===== config.mk =====
export PLATFORM = sky130hd
export DESIGN_NAME = token_classifier_symbol_table_flat
export DESIGN_NICKNAME = d
export VERILOG_FILES = /design/src/sv/tcst_pkg.sv /design/src/sv/tcst_stream_if.sv /design/src/sv/token_classifier_symbol_table.sv /design/src/sv/tcst_classify.sv /design/src/flat_wrapper.sv
export VERILOG_INCLUDE_DIRS = /design/src /design/src/sv
export SDC_FILE = /design/constraint.sdc
export NUM_CORES = 2
export LEC_CHECK = 0
export BUFFER_PORTS_ARGS = -buffer_cell sky130_fd_sc_hd__buf_2
export CORE_MARGIN = 4
export CORE_UTILIZATION = 55
export DETAILED_ROUTE_END_ITERATION = 8
export PLACE_DENSITY = 0.69
export REMOVE_ABC_BUFFERS = 1
export SLEW_MARGIN = 30
export SYNTH_ARGS = -nofsm -noshare
export SYNTH_HDL_FRONTEND = slang
export SYNTH_SLANG_ARGS = --single-unit

===== constraint.sdc =====
create_clock -name clk_i -period 8.65 [get_ports clk_i]
set_input_delay 0 -clock clk_i [delete_from_list [all_inputs] [get_ports clk_i]]
set_output_delay 0 -clock clk_i [all_outputs]
set_load 0.1 [all_outputs]

===== src/sv/token_classifier_symbol_table_macros.svh =====
// ----------------------------------------------------------------------------
// Token classifier symbol table - assertion macros
// Concurrent assertion wrappers; empty when SYNTHESIS is defined.
// ----------------------------------------------------------------------------
`ifndef TOKEN_CLASSIFIER_SYMBOL_TABLE_MACROS_SVH
`define TOKEN_CLASSIFIER_SYMBOL_TABLE_MACROS_SVH
`ifndef SYNTHESIS
`define TCST_ASSERT(label, clk, rst_n, prop) \
  label: assert property (@(posedge clk) disable iff (!rst_n) (prop)) \
    else $error("tcst assertion failed");
`define TCST_ASSERT_NEXT(label, clk, rst_n, ante, cons) \
  label: assert property (@(posedge clk) disable iff (!rst_n) (ante) |=> (cons)) \
    else $error("tcst assertion failed");
`else
`define TCST_ASSERT(label, clk, rst_n, prop)
`define TCST_ASSERT_NEXT(label, clk, rst_n, ante, cons)
`endif
`endif


===== src/sv/tcst_pkg.sv =====
// ----------------------------------------------------------------------------
// Token classifier symbol table - package
// Beat types, class and error codes, fixed keyword table.
// ----------------------------------------------------------------------------
`timescale 1ns / 1ps

package tcst_pkg;

  typedef logic [7:0][7:0] lexeme_t;

  localparam logic [7:0] CHAR_NL    = 8'h0A;
  localparam logic [7:0] CHAR_SP    = 8'h20;
  localparam logic [7:0] CHAR_QUOTE = 8'h22;
  localparam logic [7:0] CHAR_ZERO  = 8'h30;
  localparam logic [7:0] CHAR_NINE  = 8'h39;

  localparam logic [2:0] CLS_KEYWORD   = 3'd0;
  localparam logic [2:0] CLS_OPERATOR  = 3'd1;
  localparam logic [2:0] CLS_SEPARATOR = 3'd2;
  localparam logic [2:0] CLS_STRING    = 3'd3;
  localparam logic [2:0] CLS_IDENT     = 3'd4;
  localparam logic [2:0] CLS_LITERAL   = 3'd5;

  localparam logic [1:0] ERR_OK         = 2'd0;
  localparam logic [1:0] ERR_TABLE_FULL = 2'd1;
  localparam logic [1:0] ERR_TRUNCATED  = 2'd2;

  localparam int KW_COUNT = 11;

  localparam logic [63:0] KW_BYTES [KW_COUNT] = '{
    64'h746E69, 64'h64696F76, 64'h74616F6C66, 64'h6E7275746572,
    64'h28, 64'h29, 64'h7B, 64'h3D, 64'h7D, 64'h3B, 64'h2C
  };
  localparam logic [3:0] KW_LEN [KW_COUNT] = '{
    4'd3, 4'd4, 4'd5, 4'd6, 4'd1, 4'd1, 4'd1, 4'd1, 4'd1, 4'd1, 4'd1
  };
  localparam logic [2:0] KW_CLS [KW_COUNT] = '{
    CLS_KEYWORD, CLS_KEYWORD, CLS_KEYWORD, CLS_KEYWORD,
    CLS_OPERATOR, CLS_OPERATOR, CLS_SEPARATOR, CLS_OPERATOR,
    CLS_SEPARATOR, CLS_SEPARATOR, CLS_OPERATOR
  };

  typedef enum logic [1:0] {
    KIND_FIXED,
    KIND_LITERAL,
    KIND_IDENT
  } kind_e;

  typedef struct packed {
    kind_e      kind;
    logic [2:0] cls;
    logic [3:0] kw_num;
  } class_info_t;

  typedef struct packed {
    logic [7:0] char_in;
  } in_t;

  typedef struct packed {
    logic [15:0] entry_index;
    logic [15:0] line_number;
    logic [2:0]  token_class;
    logic [15:0] class_number;
    logic [63:0] lexeme;
    logic [3:0]  lexeme_length;
    logic [1:0]  error_code;
  } out_t;

  function automatic logic [15:0] sat_inc16(logic [15:0] v);
    return (v == 16'hFFFF) ? v : v + 16'd1;
  endfunction

endpackage


===== src/sv/tcst_stream_if.sv =====
// ----------------------------------------------------------------------------
// Token classifier symbol table - stream interface
// Valid/ready channel carrying one payload beat.
// ----------------------------------------------------------------------------
`timescale 1ns / 1ps

interface tcst_stream_if #(
  parameter type payload_t = logic [7:0]
);
  logic     valid;
  logic     ready;
  payload_t data;

  modport source (output valid, output data, input ready);
  modport sink   (input valid, input data, output ready);
endinterface


===== src/sv/token_classifier_symbol_table.sv =====
// ----------------------------------------------------------------------------
// Token classifier symbol table - top level
// Byte-stream lexer with an identifier table held in a synchronous RAM.
// ----------------------------------------------------------------------------
// Each source byte is one input beat. Ordinary bytes and delimiters that end
// no token are accepted straight in the collect state. A delimiter that ends
// a token moves to the emit state for strings, keywords, operators and
// literals; an identifier checked against a non-empty table first passes
// through the search state, scanning the identifier RAM's single read port
// one entry a cycle. The result sits in an output register; the block holds
// off input while a new result waits for that register to free up.
`timescale 1ns / 1ps
`include "token_classifier_symbol_table_macros.svh"

module token_classifier_symbol_table #(
  parameter int MAX_TOKEN_BYTES = 8,
  parameter int IDENT_DEPTH     = 16
) (
  input  logic           clk_i,
  input  logic           rst_ni,
  tcst_stream_if.sink    in_i,
  tcst_stream_if.source  out_o
);

  localparam int IdxW  = (IDENT_DEPTH > 1) ? $clog2(IDENT_DEPTH) : 1;
  localparam int UsedW = $clog2(IDENT_DEPTH + 1);

  typedef enum logic [2:0] {
    ST_COLLECT = 3'b001,
    ST_SEARCH  = 3'b010,
    ST_EMIT    = 3'b100
  } state_e;

  state_e            state_q, state_d;
  tcst_pkg::lexeme_t token_q, token_d;
  logic [3:0]        len_q, len_d;
  logic              trunc_q, trunc_d;
  logic [15:0]       line_q, line_d;
  logic [15:0]       entry_q, entry_d;
  logic [15:0]       lit_q, lit_d;
  logic [UsedW-1:0]  used_q, used_d;
  logic [IdxW-1:0]   cmp_idx_q, cmp_idx_d;
  logic              out_valid_q, out_valid_d;

  logic [2:0]        cls_q, cls_d;
  logic [15:0]       num_q, num_d;
  logic [1:0]        err_q, err_d;
  logic              nl_q, nl_d;
  tcst_pkg::out_t    out_q, out_d;

  logic [63:0]       mem [IDENT_DEPTH];
  logic [63:0]       rdata_q;
  logic [IdxW-1:0]   rd_addr;
  logic              wr_en;

  tcst_pkg::class_info_t info;

  logic             in_beat;
  logic             out_free;
  logic             is_delim;
  logic [7:0]       ch;
  logic [UsedW-1:0] cmp_next;

  tcst_classify u_classify (
    .token_i (token_q),
    .len_i   (len_q),
    .info_o  (info)
  );

  assign in_i.ready  = (state_q == ST_COLLECT);
  assign out_o.valid = out_valid_q;
  assign out_o.data  = out_q;

  assign in_beat  = in_i.valid && in_i.ready;
  assign out_free = !out_valid_q || out_o.ready;
  assign ch       = in_i.data.char_in;
  assign is_delim = (ch == tcst_pkg::CHAR_NL) || (ch == tcst_pkg::CHAR_SP);
  assign cmp_next = UsedW'(cmp_idx_q) + UsedW'(1);
  assign rd_addr  = (state_q == ST_SEARCH) ? cmp_idx_q + IdxW'(1) : '0;

  always_comb begin
    state_d     = state_q;
    token_d     = token_q;
    len_d       = len_q;
    trunc_d     = trunc_q;
    line_d      = line_q;
    entry_d     = entry_q;
    lit_d       = lit_q;
    used_d      = used_q;
    cmp_idx_d   = cmp_idx_q;
    out_valid_d = out_valid_q;
    cls_d       = cls_q;
    num_d       = num_q;
    err_d       = err_q;
    nl_d        = nl_q;
    out_d       = out_q;
    wr_en       = 1'b0;

    if (out_valid_q && out_o.ready) begin
      out_valid_d = 1'b0;
    end

    case (state_q)
      ST_COLLECT: begin
        if (in_beat && !is_delim) begin
          if (len_q < 4'(MAX_TOKEN_BYTES)) begin
            token_d[len_q[2:0]] = ch;
            len_d               = len_q + 4'd1;
          end else begin
            trunc_d = 1'b1;
          end
        end else if (in_beat && len_q == 4'd0) begin
          token_d = '0;
          trunc_d = 1'b0;
          if (ch == tcst_pkg::CHAR_NL) begin
            line_d = tcst_pkg::sat_inc16(line_q);
          end
        end else if (in_beat) begin
          nl_d  = (ch == tcst_pkg::CHAR_NL);
          err_d = trunc_q ? tcst_pkg::ERR_TRUNCATED : tcst_pkg::ERR_OK;
          cls_d = info.cls;
          case (info.kind)
            tcst_pkg::KIND_FIXED: begin
              num_d   = 16'(info.kw_num);
              state_d = ST_EMIT;
            end
            tcst_pkg::KIND_LITERAL: begin
              lit_d   = tcst_pkg::sat_inc16(lit_q);
              num_d   = tcst_pkg::sat_inc16(lit_q);
              state_d = ST_EMIT;
            end
            tcst_pkg::KIND_IDENT: begin
              if (used_q == '0) begin
                wr_en   = 1'b1;
                used_d  = used_q + UsedW'(1);
                num_d   = 16'd1;
                state_d = ST_EMIT;
              end else begin
                cmp_idx_d = '0;
                state_d   = ST_SEARCH;
              end
            end
            default: begin
              state_d = ST_COLLECT;
            end
          endcase
        end
      end
      ST_SEARCH: begin
        if (rdata_q == token_q) begin
          num_d   = 16'(cmp_next);
          state_d = ST_EMIT;
        end else if (cmp_next == used_q) begin
          if (used_q == UsedW'(IDENT_DEPTH)) begin
            num_d = 16'd0;
            err_d = tcst_pkg::ERR_TABLE_FULL;
          end else begin
            wr_en  = 1'b1;
            used_d = used_q + UsedW'(1);
            num_d  = 16'(used_q) + 16'd1;
          end
          state_d = ST_EMIT;
        end else begin
          cmp_idx_d = cmp_idx_q + IdxW'(1);
        end
      end
      ST_EMIT: begin
        if (out_free) begin
          out_d.entry_index   = tcst_pkg::sat_inc16(entry_q);
          out_d.line_number   = line_q;
          out_d.token_class   = cls_q;
          out_d.class_number  = num_q;
          out_d.lexeme        = token_q;
          out_d.lexeme_length = len_q;
          out_d.error_code    = err_q;
          out_valid_d         = 1'b1;
          entry_d             = tcst_pkg::sat_inc16(entry_q);
          token_d             = '0;
          len_d               = 4'd0;
          trunc_d             = 1'b0;
          if (nl_q) begin
            line_d = tcst_pkg::sat_inc16(line_q);
          end
          state_d = ST_COLLECT;
        end
      end
      default: begin
        state_d = ST_COLLECT;
      end
    endcase
  end

  always_ff @(posedge clk_i or negedge rst_ni) begin
    if (!rst_ni) begin
      state_q     <= ST_COLLECT;
      token_q     <= '0;
      len_q       <= 4'd0;
      trunc_q     <= 1'b0;
      line_q      <= 16'd1;
      entry_q     <= 16'd0;
      lit_q       <= 16'd0;
      used_q      <= '0;
      cmp_idx_q   <= '0;
      out_valid_q <= 1'b0;
    end else begin
      state_q     <= state_d;
      token_q     <= token_d;
      len_q       <= len_d;
      trunc_q     <= trunc_d;
      line_q      <= line_d;
      entry_q     <= entry_d;
      lit_q       <= lit_d;
      used_q      <= used_d;
      cmp_idx_q   <= cmp_idx_d;
      out_valid_q <= out_valid_d;
    end
  end

  always_ff @(posedge clk_i) begin
    cls_q <= cls_d;
    num_q <= num_d;
    err_q <= err_d;
    nl_q  <= nl_d;
    out_q <= out_d;
  end

  // identifier RAM: one write, one registered read per cycle
  always_ff @(posedge clk_i) begin
    if (wr_en) begin
      mem[used_q[IdxW-1:0]] <= token_q;
    end
    rdata_q <= mem[rd_addr];
  end

  `TCST_ASSERT(a_used_bound, clk_i, rst_ni, used_q <= UsedW'(IDENT_DEPTH))
  `TCST_ASSERT(a_search_idx, clk_i, rst_ni, (state_q == ST_SEARCH) |-> (UsedW'(cmp_idx_q) < used_q))
  `TCST_ASSERT_NEXT(a_emit_clears, clk_i, rst_ni, (state_q == ST_EMIT) && out_free, (len_q == 4'd0) && out_valid_q)

endmodule


===== src/sv/tcst_classify.sv =====
// ----------------------------------------------------------------------------
// Token classifier symbol table - token classifier
// Sorts a collected token into string, keyword/operator/separator, literal or identifier.
// ----------------------------------------------------------------------------
`timescale 1ns / 1ps

module tcst_classify (
  input  tcst_pkg::lexeme_t     token_i,
  input  logic [3:0]            len_i,
  output tcst_pkg::class_info_t info_o
);

  always_comb begin
    logic       kw_hit;
    logic       digits;
    logic [2:0] kw_cls;
    logic [3:0] kw_num;
    kw_hit = 1'b0;
    kw_cls = tcst_pkg::CLS_KEYWORD;
    kw_num = 4'd0;
    for (int k = tcst_pkg::KW_COUNT - 1; k >= 0; k--) begin
      if (tcst_pkg::KW_LEN[k] == len_i && tcst_pkg::KW_BYTES[k] == token_i) begin
        kw_hit = 1'b1;
        kw_cls = tcst_pkg::KW_CLS[k];
        kw_num = 4'(k + 1);
      end
    end
    digits = 1'b1;
    for (int k = 0; k < 8; k++) begin
      if (4'(k) < len_i &&
          (token_i[k] < tcst_pkg::CHAR_ZERO || token_i[k] > tcst_pkg::CHAR_NINE)) begin
        digits = 1'b0;
      end
    end

    info_o.kind   = tcst_pkg::KIND_IDENT;
    info_o.cls    = tcst_pkg::CLS_IDENT;
    info_o.kw_num = 4'd0;
    if (token_i[0] == tcst_pkg::CHAR_QUOTE) begin
      info_o.kind = tcst_pkg::KIND_FIXED;
      info_o.cls  = tcst_pkg::CLS_STRING;
    end else if (kw_hit) begin
      info_o.kind   = tcst_pkg::KIND_FIXED;
      info_o.cls    = kw_cls;
      info_o.kw_num = kw_num;
    end else if (digits) begin
      info_o.kind = tcst_pkg::KIND_LITERAL;
      info_o.cls  = tcst_pkg::CLS_LITERAL;
    end
  end

endmodule


===== src/flat_wrapper.sv =====
// flat-port wrapper written by rule: the top's interface ports become plain ports
module token_classifier_symbol_table_flat import tcst_pkg::*;
#(
  parameter int MAX_TOKEN_BYTES = 8,
  parameter int IDENT_DEPTH     = 16
)
  (clk_i, rst_ni, in_i_valid, in_i_data, in_i_ready, out_o_valid, out_o_data, out_o_ready);
  tcst_stream_if #(.payload_t(in_t)) in_i_i ();
  tcst_stream_if #(.payload_t(out_t)) out_o_i ();
  input  logic clk_i;
  input  logic rst_ni;
  input wire logic [$bits(in_i_i.valid)-1:0] in_i_valid;
  input wire logic [$bits(in_i_i.data)-1:0] in_i_data;
  output wire logic [$bits(in_i_i.ready)-1:0] in_i_ready;
  output wire logic [$bits(out_o_i.valid)-1:0] out_o_valid;
  output wire logic [$bits(out_o_i.data)-1:0] out_o_data;
  input wire logic [$bits(out_o_i.ready)-1:0] out_o_ready;
  assign in_i_i.valid = in_i_valid;
  assign in_i_i.data = in_i_data;
  assign in_i_ready = in_i_i.ready;
  assign out_o_valid = out_o_i.valid;
  assign out_o_data = out_o_i.data;
  assign out_o_i.ready = out_o_ready;
  token_classifier_symbol_table #(.MAX_TOKEN_BYTES(MAX_TOKEN_BYTES), .IDENT_DEPTH(IDENT_DEPTH)) u_core (.clk_i(clk_i), .rst_ni(rst_ni), .in_i(in_i_i), .out_o(out_o_i));
endmodule

==> results.json <==
{
  "start_util_pct": 55.6,
  "wl_per_cell_um": 25.9,
  "grtUsageMet1_pct": 37.9,
  "drt-vias-per-instance": 6.28,
  "dieArea_mm2": 0.103,
  "critPathMaxStageDelay_ns": 0.74,
  "hp-class": "in -> reg",
  "power.share.switching_pct": 28.9,
  "final_common_cell": "edfxtp_1",
  "layout_common_cells": "edfxtp_1, nand2_1, a211oi_1",
  "power_uw": 16600,
  "timing.final.crit_share_pct": 61.9,
  "synth-edff-count": 1167,
  "timing.critical_path.arrival_ns": 5.76,
  "yosysTopAreaCell": "edfxtp_1",
  "drv_cap": 0,
  "tritoncts": "built",
  "syn2layout_area_growth_pct": 12.6,
  "row_count": 114,
  "p_per_area_mw_per_mm2": 273,
  "synthCells": 3806,
  "cts.clk_slew.worst_paths_ns": 0.06,
  "clockRootBuffer": "clkbuf_16",
  "maxSlewHeadroom_pct": 32.2,
  "grt_pass1_vias": 32027,
  "slowest_stage": "dfrtp_1",
  "switchingPower_uw": 4800,
  "cts_setup_buffers": 0,
  "layout-drive-gt1-share_pct": 11.8,
  "dp_hpwl_mm": 74.1,
  "yosysSeqAreaShare_pct": 73.5,
  "vias": 33353,
  "status": "completed",
  "top_usage_layer": "met2",
  "antenna_found_initial": 3,
  "required_ns": 9.05,
  "crit_fanout": 34,
  "htree_levels": 4,
  "async_reset_ff_share_pct": 9.55,
  "critPathKind": "reg -> reg",
  "use_met2_pct": 40.8,
  "ant_nets": 0,
  "routed_wl_mm": 138,
  "die-width_um": 321,
  "io_pins": 135,
  "synth-seq-cells": 1361,
  "slew_viol_final": 0,
  "worstSetupEndpointType": "flop",
  "nets": 3936,
  "crit_path_start_kind": "flop",
  "power.internal_uw": 11800,
  "finalSetupViolCount": 0,
  "crit_chain": "xnor2_1 > nand4_1 > nor4_1 > nand4_1 > nand2_1 > nor2_1 > nor2_2 > nor3b_2 > buf_4 > buf_4",
  "worst_pin_slew_ns": 1.02,
  "place_inst": 5035,
  "worstSkewPairLatency_ns": 0.75,
  "pwr-share-clk_pct": 35.4,
  "antennaDiodeCount": 0,
  "leakage_uw": 0.0205,
  "ys.flop_type": "edfxtp_1",
  "grt_pass1_wl_mm": 204,
  "synth_top_cells_by_area": "edfxtp_1, dfrtp_1, a211oi_1",
  "syn_area_per_cell_um2": 14.2,
  "peakVddDrop_mv": 0.222,
  "fmax_mhz": 187,
  "fin_cells": 5307,
  "cts_buffer_depth": 3,
  "synth_area_mm2": 0.0539,
  "fin_worst_skew_ns": 0.0233,
  "synthDistinctLibCells": 68,
  "grt_start_max_net_pins": 161,
  "p_seq_share_pct": 50.6,
  "setup_tns_ns": 0,
  "first_pass_iters": 6,
  "grt_use_total_pct": 26.5,
  "numCtsBuffers": 138,
  "drt_first_iter_violations": 3964,
  "hold_viol_final": 0,
  "comb_power_share_pct": 13.9,
  "core-area_mm2": 0.0969,
  "clkSinkCount": 1361,
  "port_buffers": 134,
  "rsz0062_at_grt": "false",
  "ys_warn_count": 0,
  "grt-ovfl-total": 0,
  "die_h_um": 321,
  "grt_util_met3_pct": 6.05,
  "hold_slack_ns": 0.152,
  "gp_congestion": 0.934,
  "period_needed_ns": 5.35,
  "synth_top_area_share_pct": 65.1,
  "drc": 0
}
cells in the mapped netlist, drive strengths merged, types with 32 or more instances:
library cell,n
edfxtp,1167
nand2,590
a211oi,325
nor2b,265
clkbuf,215
a21oi,148
a31oi,136
a311oi,129
dfrtp,128
xnor2,100
nor2,75
dfxtp,64
nand4,38
buf,35
nand3,35
o21ai,34
a22o,32
metrics by stage:
| step | worst slack, ns | util [%] | area [um^2] |
|---|---|---|---|
| 6_report | 3.30 | 62.6 | 60600 |
| 5_1_grt | 3.16 | 62.6 | 60600 |
| 4_1_cts | 3.41 | 62.6 | 60600 |
| 3_5_place_dp | 3.37 | 57.7 | 55900 |
| 3_3_place_gp | 3.52 | 57.7 | 55900 |
| 2_1_floorplan | -19.41 | - | 52900 |
final cells by class:
class,count,area (um^2)
fillers,7012,36200
inverters,16,65.1
well taps,1276,1600
multi-input cells,2179,13400
repair buffers,217,1460
clock buffers,174,3790
flip-flops and latches,1361,39600
clock inverters,84,743
cells by family after synthesis:
logic type	after synthesis	share of synthesized area (%)
XOR/XNOR	130	2.11
AND/OR/NAND/NOR	1159	10.4
multiplexers	10	0.204
AO/OA/AOI/OAI	869	11.6
adder cells (fa/ha/maj)	11	0.256
flip-flops	1361	73.5
buffers and inverters	266	1.91
metal layers:
metal  wire length [um]  share of wire (%)
met5                  0                  0
met4               4290                3.1
met3              12600                9.2
met2              63500                 46
met1              57200                 42
path summary, 6_finish.rpt:
path | start | end | slack, ns | cells after the start
max reg2reg | u_core.token_q[2]$_DFFE_PN0P_ | u_core.mem[14][61]$_DFFE_PP_ | 3.30 | 10
min reg2reg | u_core.num_q[1]$_DFFE_PP_ | u_core.out_o.data[71]$_DFFE_PP_ | 0.41 | 0
max | u_core.token_q[2]$_DFFE_PN0P_ | u_core.mem[14][61]$_DFFE_PP_ | 3.30 | 10
min | out_o_ready | u_core.out_o.valid$_DFF_PN0_ | 0.15 | 4
min in group asynchronous | rst_ni | u_core.used_q[4]$_DFFE_PN0P_ | 0.39 | 4
max in group asynchronous | rst_ni | u_core.cmp_idx_q[0]$_DFFE_PN0P_ | 7.61 | 4
registers in the layout, indices dropped and copies added, names as in the netlist, 4 cells and up:
signal	flops
u_core.cmp_idx_q	4
u_core.entry_q	16
u_core.len_q	4
u_core.line_q	16
u_core.lit_q	16
u_core.mem	1024
u_core.num_q	16
u_core.out_o.data	121
u_core.rdata_q	64
u_core.token_q	64
u_core.used_q	5
repair_timing:
action,in CTS,in global routing
gates resized for setup,0,0
endpoints found under the hold margin,131,0
setup endpoints to repair,0,0
hold buffers,14,0
critical path: cells and delay by family, from the launching register on:
kind	cells	cell delay [ns]
xor gates and xnor gates	1	0.59
buffers and inverters	2	0.84
and+or+nand+nor	7	2.78
DFF	1	0.74
power groups by stage:
| stage | Clock [uW] | Sequential, uW | Combinational, uW |
|---|---|---|---|
| after floorplan | 0 | 8490 | 1610 |
| after global placement | 0 | 8490 | 2240 |
| after detailed placement | 0 | 8510 | 2260 |
| after CTS | 5950 | 8380 | 2280 |
| after global routing | 6230 | 8440 | 2500 |
| final | 5870 | 8390 | 2310 |
(Power assumes the default switching activity.)
